`config.mk`:
```
export PLATFORM = sky130hd
export DESIGN_NAME = sgb_hfilter
export DESIGN_NICKNAME = d
export VERILOG_FILES = /design/src/sv/separable_gaussian_blur_rgb_unit_assert.svh /design/src/sv/sgb_pkg.sv /design/src/sv/sgb_hfilter.sv
export SDC_FILE = /design/constraint.sdc
export NUM_CORES = 2
export LEC_CHECK = 0
export BUFFER_PORTS_ARGS = -buffer_cell sky130_fd_sc_hd__buf_2
export CORE_MARGIN = 2
export CORE_UTILIZATION = 55
export DETAILED_ROUTE_END_ITERATION = 8
export PLACE_DENSITY = 0.72
export SLEW_MARGIN = 30
export SYNTH_ARGS = -nofsm -noshare
export SYNTH_HDL_FRONTEND = slang
export SYNTH_SLANG_ARGS = --single-unit
```
`constraint.sdc`:
```
create_clock -name i_clk -period 10.55 [get_ports i_clk]
set_clock_uncertainty 0.1 [all_clocks]
set_input_delay 0.5275 -clock i_clk [delete_from_list [all_inputs] [get_ports i_clk]]
set_output_delay 0.5275 -clock i_clk [all_outputs]
set_load 0.02 [all_outputs]
```
`src/sv/separable_gaussian_blur_rgb_unit_assert.svh`:
```
// Assertion macros used by the blur unit's vertical filter RTL.
// SGB_ASSERT_IMP: antecedent implies consequent in the same cycle.
// SGB_ASSERT_NXT: antecedent implies consequent in the next cycle.
`ifndef SEPARABLE_GAUSSIAN_BLUR_RGB_UNIT_ASSERT_SVH
`define SEPARABLE_GAUSSIAN_BLUR_RGB_UNIT_ASSERT_SVH
`ifndef ASSERT_OFF
`define SGB_ASSERT_IMP(lbl, clk, rst_n, ante, cons) \
    lbl: assert property (@(posedge clk) disable iff (!rst_n) (ante) |-> (cons)) \
        else $error("blur unit: same-cycle check failed");
`define SGB_ASSERT_NXT(lbl, clk, rst_n, ante, cons) \
    lbl: assert property (@(posedge clk) disable iff (!rst_n) (ante) |=> (cons)) \
        else $error("blur unit: next-cycle check failed");
`else
`define SGB_ASSERT_IMP(lbl, clk, rst_n, ante, cons)
`define SGB_ASSERT_NXT(lbl, clk, rst_n, ante, cons)
`endif
`endif

```
`src/sv/sgb_pkg.sv`:
```
`timescale 1ns / 1ps
package sgb_pkg;

    localparam int MAX_WIDTH   = 1024;
    localparam int TAPS        = 9;
    localparam int HALF        = (TAPS - 1) / 2;
    localparam int SLOTS       = TAPS - 1;
    localparam int SLOT_W      = $clog2(SLOTS);
    localparam int FIELD_LIMIT = 1024;
    localparam int WIDTH_TOP   = (MAX_WIDTH < FIELD_LIMIT) ? MAX_WIDTH : FIELD_LIMIT;
    localparam int MEM_AW      = $clog2(MAX_WIDTH);

    localparam int CNT_W       = 11;
    localparam int POS_W       = 10;
    localparam int PIX_W       = 16;
    localparam int HACC_W      = 24;
    localparam int HSUM_W      = 20;
    localparam int ROUND_SHIFT = 12;
    localparam int VSUM_W      = PIX_W + ROUND_SHIFT;
    localparam int ROUND_HALF  = 1 << (ROUND_SHIFT - 1);
    localparam int WGT_W       = 7;

    localparam int ADDR_W      = 3;
    localparam int DATA_W      = 32;
    localparam logic [CNT_W-1:0] FRAME_DIM_RESET = 11'd512;

    localparam logic OP_PIXEL = 1'b0;
    localparam logic OP_DRAIN = 1'b1;

    typedef enum logic {
        REG_FRAME_WIDTH  = 1'b0,
        REG_FRAME_HEIGHT = 1'b1
    } t_reg_idx;

    typedef struct packed {
        logic [PIX_W-1:0] red;
        logic [PIX_W-1:0] green;
        logic [PIX_W-1:0] blue;
    } t_rgb_pix;

    typedef struct packed {
        logic [HSUM_W-1:0] red;
        logic [HSUM_W-1:0] green;
        logic [HSUM_W-1:0] blue;
    } t_rgb_hsum;

    // one line store word: the horizontal sums of all row slots at one column
    typedef t_rgb_hsum [SLOTS-1:0] t_line_word;

    typedef struct packed {
        t_rgb_hsum         hsum;
        logic [POS_W-1:0]  col;
        logic [POS_W-1:0]  row;
        logic              has_col;
        logic              has_out;
        logic              last;
        logic [SLOT_W-1:0] slot;
        logic [SLOTS-1:0]  mask;
    } t_hitem;

    typedef struct packed {
        t_rgb_pix         pix;
        logic [POS_W-1:0] col;
        logic [POS_W-1:0] row;
        logic             last;
    } t_result;

    function automatic logic [WGT_W-1:0] f_weight(input int idx);
        case (idx)
            0, 8:    return 7'd1;
            1, 7:    return 7'd8;
            2, 6:    return 7'd28;
            3, 5:    return 7'd56;
            4:       return 7'd70;
            default: return 7'd0;
        endcase
    endfunction

endpackage

```
`src/sv/sgb_hfilter.sv`:
```
`timescale 1ns / 1ps
module sgb_hfilter (
    input  logic                       i_clk,
    input  logic                       i_rst_n,
    input  logic                       i_accept,
    input  logic [sgb_pkg::CNT_W-1:0]  i_frame_width,
    input  logic [sgb_pkg::CNT_W-1:0]  i_frame_height,
    input  logic                       i_opcode,
    input  sgb_pkg::t_rgb_pix          i_pix,
    output sgb_pkg::t_hitem            o_item
);
    import sgb_pkg::*;

    logic [CNT_W-1:0] r_col_cnt, n_col_cnt;
    logic [CNT_W-1:0] r_row_cnt, n_row_cnt;
    t_rgb_pix         r_window [SLOTS];
    logic [CNT_W-1:0] used_w, used_h;
    logic [CNT_W-1:0] x_inc, y_inc, col_ext, row_ext;
    logic             real_pix, has_col;
    t_rgb_pix         sample;
    logic [TAPS-1:0][PIX_W-1:0] taps_red, taps_green, taps_blue;

    function automatic logic [CNT_W-1:0] f_clamp(input logic [CNT_W-1:0] v,
                                                 input logic [CNT_W-1:0] top);
        if (v == '0)
            return CNT_W'(1);
        if (v > top)
            return top;
        return v;
    endfunction

    function automatic logic [HSUM_W-1:0] f_hsum(input logic [TAPS-1:0][PIX_W-1:0] taps);
        logic [HACC_W-1:0] acc;
        acc = '0;
        for (int i = 0; i < TAPS; i++)
            acc = acc + HACC_W'(taps[i]) * HACC_W'(f_weight(i));
        return acc[HACC_W-1 -: HSUM_W];
    endfunction

    always_comb begin
        used_w   = f_clamp(i_frame_width, CNT_W'(WIDTH_TOP));
        used_h   = f_clamp(i_frame_height, CNT_W'(FIELD_LIMIT));
        real_pix = (i_opcode == OP_PIXEL) && (r_col_cnt < used_w) && (r_row_cnt < used_h);
        sample   = real_pix ? i_pix : '0;

        for (int i = 0; i < SLOTS; i++) begin
            taps_red[i]   = r_window[i].red;
            taps_green[i] = r_window[i].green;
            taps_blue[i]  = r_window[i].blue;
        end
        taps_red[TAPS-1]   = sample.red;
        taps_green[TAPS-1] = sample.green;
        taps_blue[TAPS-1]  = sample.blue;

        col_ext = r_col_cnt - CNT_W'(HALF);
        row_ext = r_row_cnt - CNT_W'(HALF);
        has_col = (r_col_cnt >= CNT_W'(HALF)) && (r_col_cnt < used_w + CNT_W'(HALF));

        o_item.hsum.red   = f_hsum(taps_red);
        o_item.hsum.green = f_hsum(taps_green);
        o_item.hsum.blue  = f_hsum(taps_blue);
        o_item.col        = col_ext[POS_W-1:0];
        o_item.row        = row_ext[POS_W-1:0];
        o_item.has_col    = has_col;
        o_item.has_out    = has_col && (r_row_cnt >= CNT_W'(HALF))
                            && (r_row_cnt < used_h + CNT_W'(HALF));
        o_item.last       = (col_ext == used_w - 1'b1) && (row_ext == used_h - 1'b1);
        o_item.slot       = r_row_cnt[SLOT_W-1:0];
        // rows above the frame top read as zero, whatever the store holds
        for (int i = 0; i < SLOTS; i++)
            o_item.mask[i] = ((CNT_W+1)'(r_row_cnt) + (CNT_W+1)'(i)) >= (CNT_W+1)'(SLOTS);

        x_inc = r_col_cnt + 1'b1;
        y_inc = r_row_cnt + 1'b1;
        n_col_cnt = x_inc;
        n_row_cnt = r_row_cnt;
        if (x_inc >= used_w + CNT_W'(HALF)) begin
            n_col_cnt = '0;
            n_row_cnt = (y_inc >= used_h + CNT_W'(HALF)) ? '0 : y_inc;
        end
    end

    always_ff @(posedge i_clk) begin
        if (!i_rst_n) begin
            r_col_cnt <= '0;
            r_row_cnt <= '0;
        end else if (i_accept) begin
            r_col_cnt <= n_col_cnt;
            r_row_cnt <= n_row_cnt;
        end
    end

    // window entry 0 is the oldest sample; restart empty at each row start
    always_ff @(posedge i_clk) begin
        if (i_accept) begin
            for (int i = 0; i < SLOTS - 1; i++)
                r_window[i] <= (r_col_cnt == '0) ? '0 : r_window[i+1];
            r_window[SLOTS-1] <= sample;
        end
    end

endmodule

```
==> metrics.md <==
| Metric | Value |
|---|---|
| Status | `finished, final reports clean` |
| GRT Util Overall | `between 20% and 30%` |
| Die Wd | `294.6 µm` |
| Worst path arrival time | `~8.8 ns` |
| CP Capture Type | `primary output` |
| Slowest stage delay, CP | `0.75 ns` |
| Setup TNS | `0 ns` |
| Largest fanout on the critical path | `33` |
| Via density | `roughly 5.6` |
| Ys Warns | `0` |
| Area growth from synthesis to layout | `7.819%` |
| Top cells by area, synth | `fa_1, edfxtp_1, ha_1` |
| Insertion delay to the later sink of the worst-skew pair | `about 0.62 ns` |
| Prevailing post-synth register cell | `edfxtp_1` |
| Min Clock Period, post-route | `9.458 ns` |
| Area leader, netlist | `fa_1` |
| Seq/Total Area, Yosys | `around a quarter` |
| Max cap viols | `0` |
| Clock-pin slew of the registers on the worst-case setup and hold paths | `0.06 ns` |
| First-pass GRT wire length | `173.5 mm` |
| Top-level I/O count | `approximately 170` |
| Largest net degree at the start of global routing | `167` |
| Crit start category | `primary input` |
| Fin crit share | `89.65%` |
| Detailed-route DRC error count | `0` |
| CTS tree | `yes` |
| RSZ-0062 raised after global routing | `false` |
| DRT Wirelength | `~110 mm` |
| Setup Buffers After CTS | `0` |
| CP dominant cell by count | `fa_1` |
| I/O Buffers | `167` |
| CTS buffer count | `50` |
| CP max-delay cell | `a21o_2` |
| Fin cells | `approximately 5700` |
| Die H | `just under 300 µm` |
| Rel. slew slack | `between 30% and 40%` |
| Post-synth top area share | `approximately a quarter` |
| Setup slack, reg-to-reg | `6.43 ns` |
| Hold Crit Class | `in -> reg` |
| Placed cells | `~5600` |
| Hpwl dp | `85.09 mm` |
| Post-synth EDFFs | `384` |
| Starting DRT DRC Count | `roughly 2000` |
| Syn_nets | `5576` |
| Final ANT Viol Nets | `0` |
| Die area | `86770 µm²` |
| Layout fillers | `6942` |
| Vias in the first global route | `32471` |
| Setup-failing EPs final | `0` |
| Total number of vias | `31766` |
| Crit Path Category | `in -> out` |
| Hold Buf Count CTS | `0` |
| Synth cell types | `82` |
| Clock sink total | `approximately 410` |
| Post-synthesis register bit count | `406` |
| Remaining Overflow, GRT | `0` |
| Nets | `5718` |
| Wire per inst | `about 19 µm` |
| Asr flop ratio synth | `0%` |
| Initial core utilization | `55.49%` |
| H-tree lvl count | `2` |
| Worst EP required | `9.92 ns` |
| Share of cells above drive strength 1 | `6.677%` |
| Initial antenna violation count | `8` |
| Post-route cell area | `between 50000 and 60000 µm²` |
| F_max | `between 0.1 and 0.15 GHz` |
| Placed inst area | `approximately 48000 µm²` |
| Drt pass-1 iters | `7` |
| Cell Area, Synth | `~46000 µm²` |
| GP Congestion | `0.9039` |
| Final Hold Fails | `0` |
| Post-Synthesis Cells | `4388` |
| Row count | `106` |
| Core area | `83690 µm²` |
| Worst-margin pin slew | `about 0.95 ns` |
| CTS resizes | `0` |
| CTS Root Cell | `clkbuf_16` |
| Final Max Slew Viols | `0` |
| CTS max path bufs | `3` |
| Mean area per synthesized cell | `~11 µm²` |
[state kept, by name, indices dropped and copies added (netlist names)]
signal     flops
r_window     384
r_col_cnt     11
r_row_cnt     11
[cell usage after synthesis (89+ instances only)]
cell        n
inv_1     636
nor2_1    204
ha_1      529
xnor2_1   177
xor2_1    165
nor3_1     89
a21oi_1   198
edfxtp_1  384
o21ai_0   115
nand2_1   166
and2_1    315
fa_1      585
[final cells by class]
cell class	count	area, µm²	area share [%]
Timing Repair Buffer	189	1060	2.117
Inverter	637	2391	4.775
Sequential cell	406	11970	23.91
Tap cell	1134	1419	2.834
Clock buffer	60	1310	2.616
Antenna cell	4	10.01	0.01999
Clock inverter	30	249.0	0.4973
Multi-Input combinational cell	3246	31660	63.23
[worst max-delay path: cells and delay by family]
| family | cells | cell delay (ns) |
|---|---|---|
| fa+ha+maj | 7 | 2.89 |
| compound gates | 13 | 2.95 |
| simple gates | 8 | 1.81 |
| buf+inv | 4 | 0.46 |
| xor+xnor | 1 | 0.14 |
[logic make-up after synthesis]
| family | after synthesis | share of synthesized area (%) |
|---|---|---|
| adders and majority gates | 1114 | 39.47 |
| AOI/OAI and AO/OA | 676 | 9.360 |
| DFF | 406 | 25.78 |
| and+or+nand+nor | 1112 | 12.77 |
| muxes | 2 | 0.04580 |
| buffers and inverters | 736 | 6.124 |
| xor gates and xnor gates | 342 | 6.450 |
[routing by layer]
layer  track usage [%]  wire length, µm  vias to the layer above
met5                 0               24                        -
met4             9.283             3968                        4
met3             2.345             4629                      193
met1             33.64            45000                    15707
li1                  -                -                    15056
met2             44.36            54130                      806
[cell usage in the layout, fill, tap and decap left out, types with 9 or more instances in the layout]
| cell | count |
|---|---|
| a211oi_1 | 17 |
| a21boi_0 | 13 |
| a21o_1 | 56 |
| a21oi_1 | 198 |
| a31oi_1 | 60 |
| and2_1 | 315 |
| and3_1 | 69 |
| buf_2 | 166 |
| buf_4 | 18 |
| clkbuf_1 | 9 |
| clkbuf_16 | 51 |
| clkinv_2 | 13 |
| dfxtp_1 | 22 |
| edfxtp_1 | 384 |
| fa_1 | 585 |
| ha_1 | 527 |
| inv_1 | 636 |
| nand2_1 | 166 |
| nand2b_1 | 51 |
| nand3_1 | 73 |
| nand4_1 | 18 |
| nor2_1 | 204 |
| nor2b_1 | 36 |
| nor3_1 | 89 |
| o211ai_1 | 33 |
| o21a_1 | 49 |
| o21ai_0 | 115 |
| o21bai_1 | 23 |
| o31ai_1 | 14 |
| o41ai_1 | 9 |
| or2_2 | 14 |
| or3_1 | 34 |
| xnor2_1 | 177 |
| xor2_1 | 165 |
[worst paths after layout]
path,to,start,depth (start not counted)
setup reg to reg,r_row_cnt[0],r_col_cnt[2],15
hold / removal,r_window[1][186],i_pix[42],2
hold reg to reg,r_window[0][30],r_window[0][78],1
setup / recovery,o_item[52],i_frame_height[4],33
[through the flow]
stage                     hold slack [ns]  setup slack (ns)  util (%)
after floorplan                    0.4319             2.211         -
after CTS                          0.1214             1.146     59.78
after global routing               0.1417            0.5612     59.82
after global placement             0.4412             1.275     57.88
after detailed placement           0.4554             1.182     57.92
final                              0.1566             1.092     59.83
Power is not shown: default switching activity piles up to over one toggle a cycle in this logic, so the estimate is an artifact.
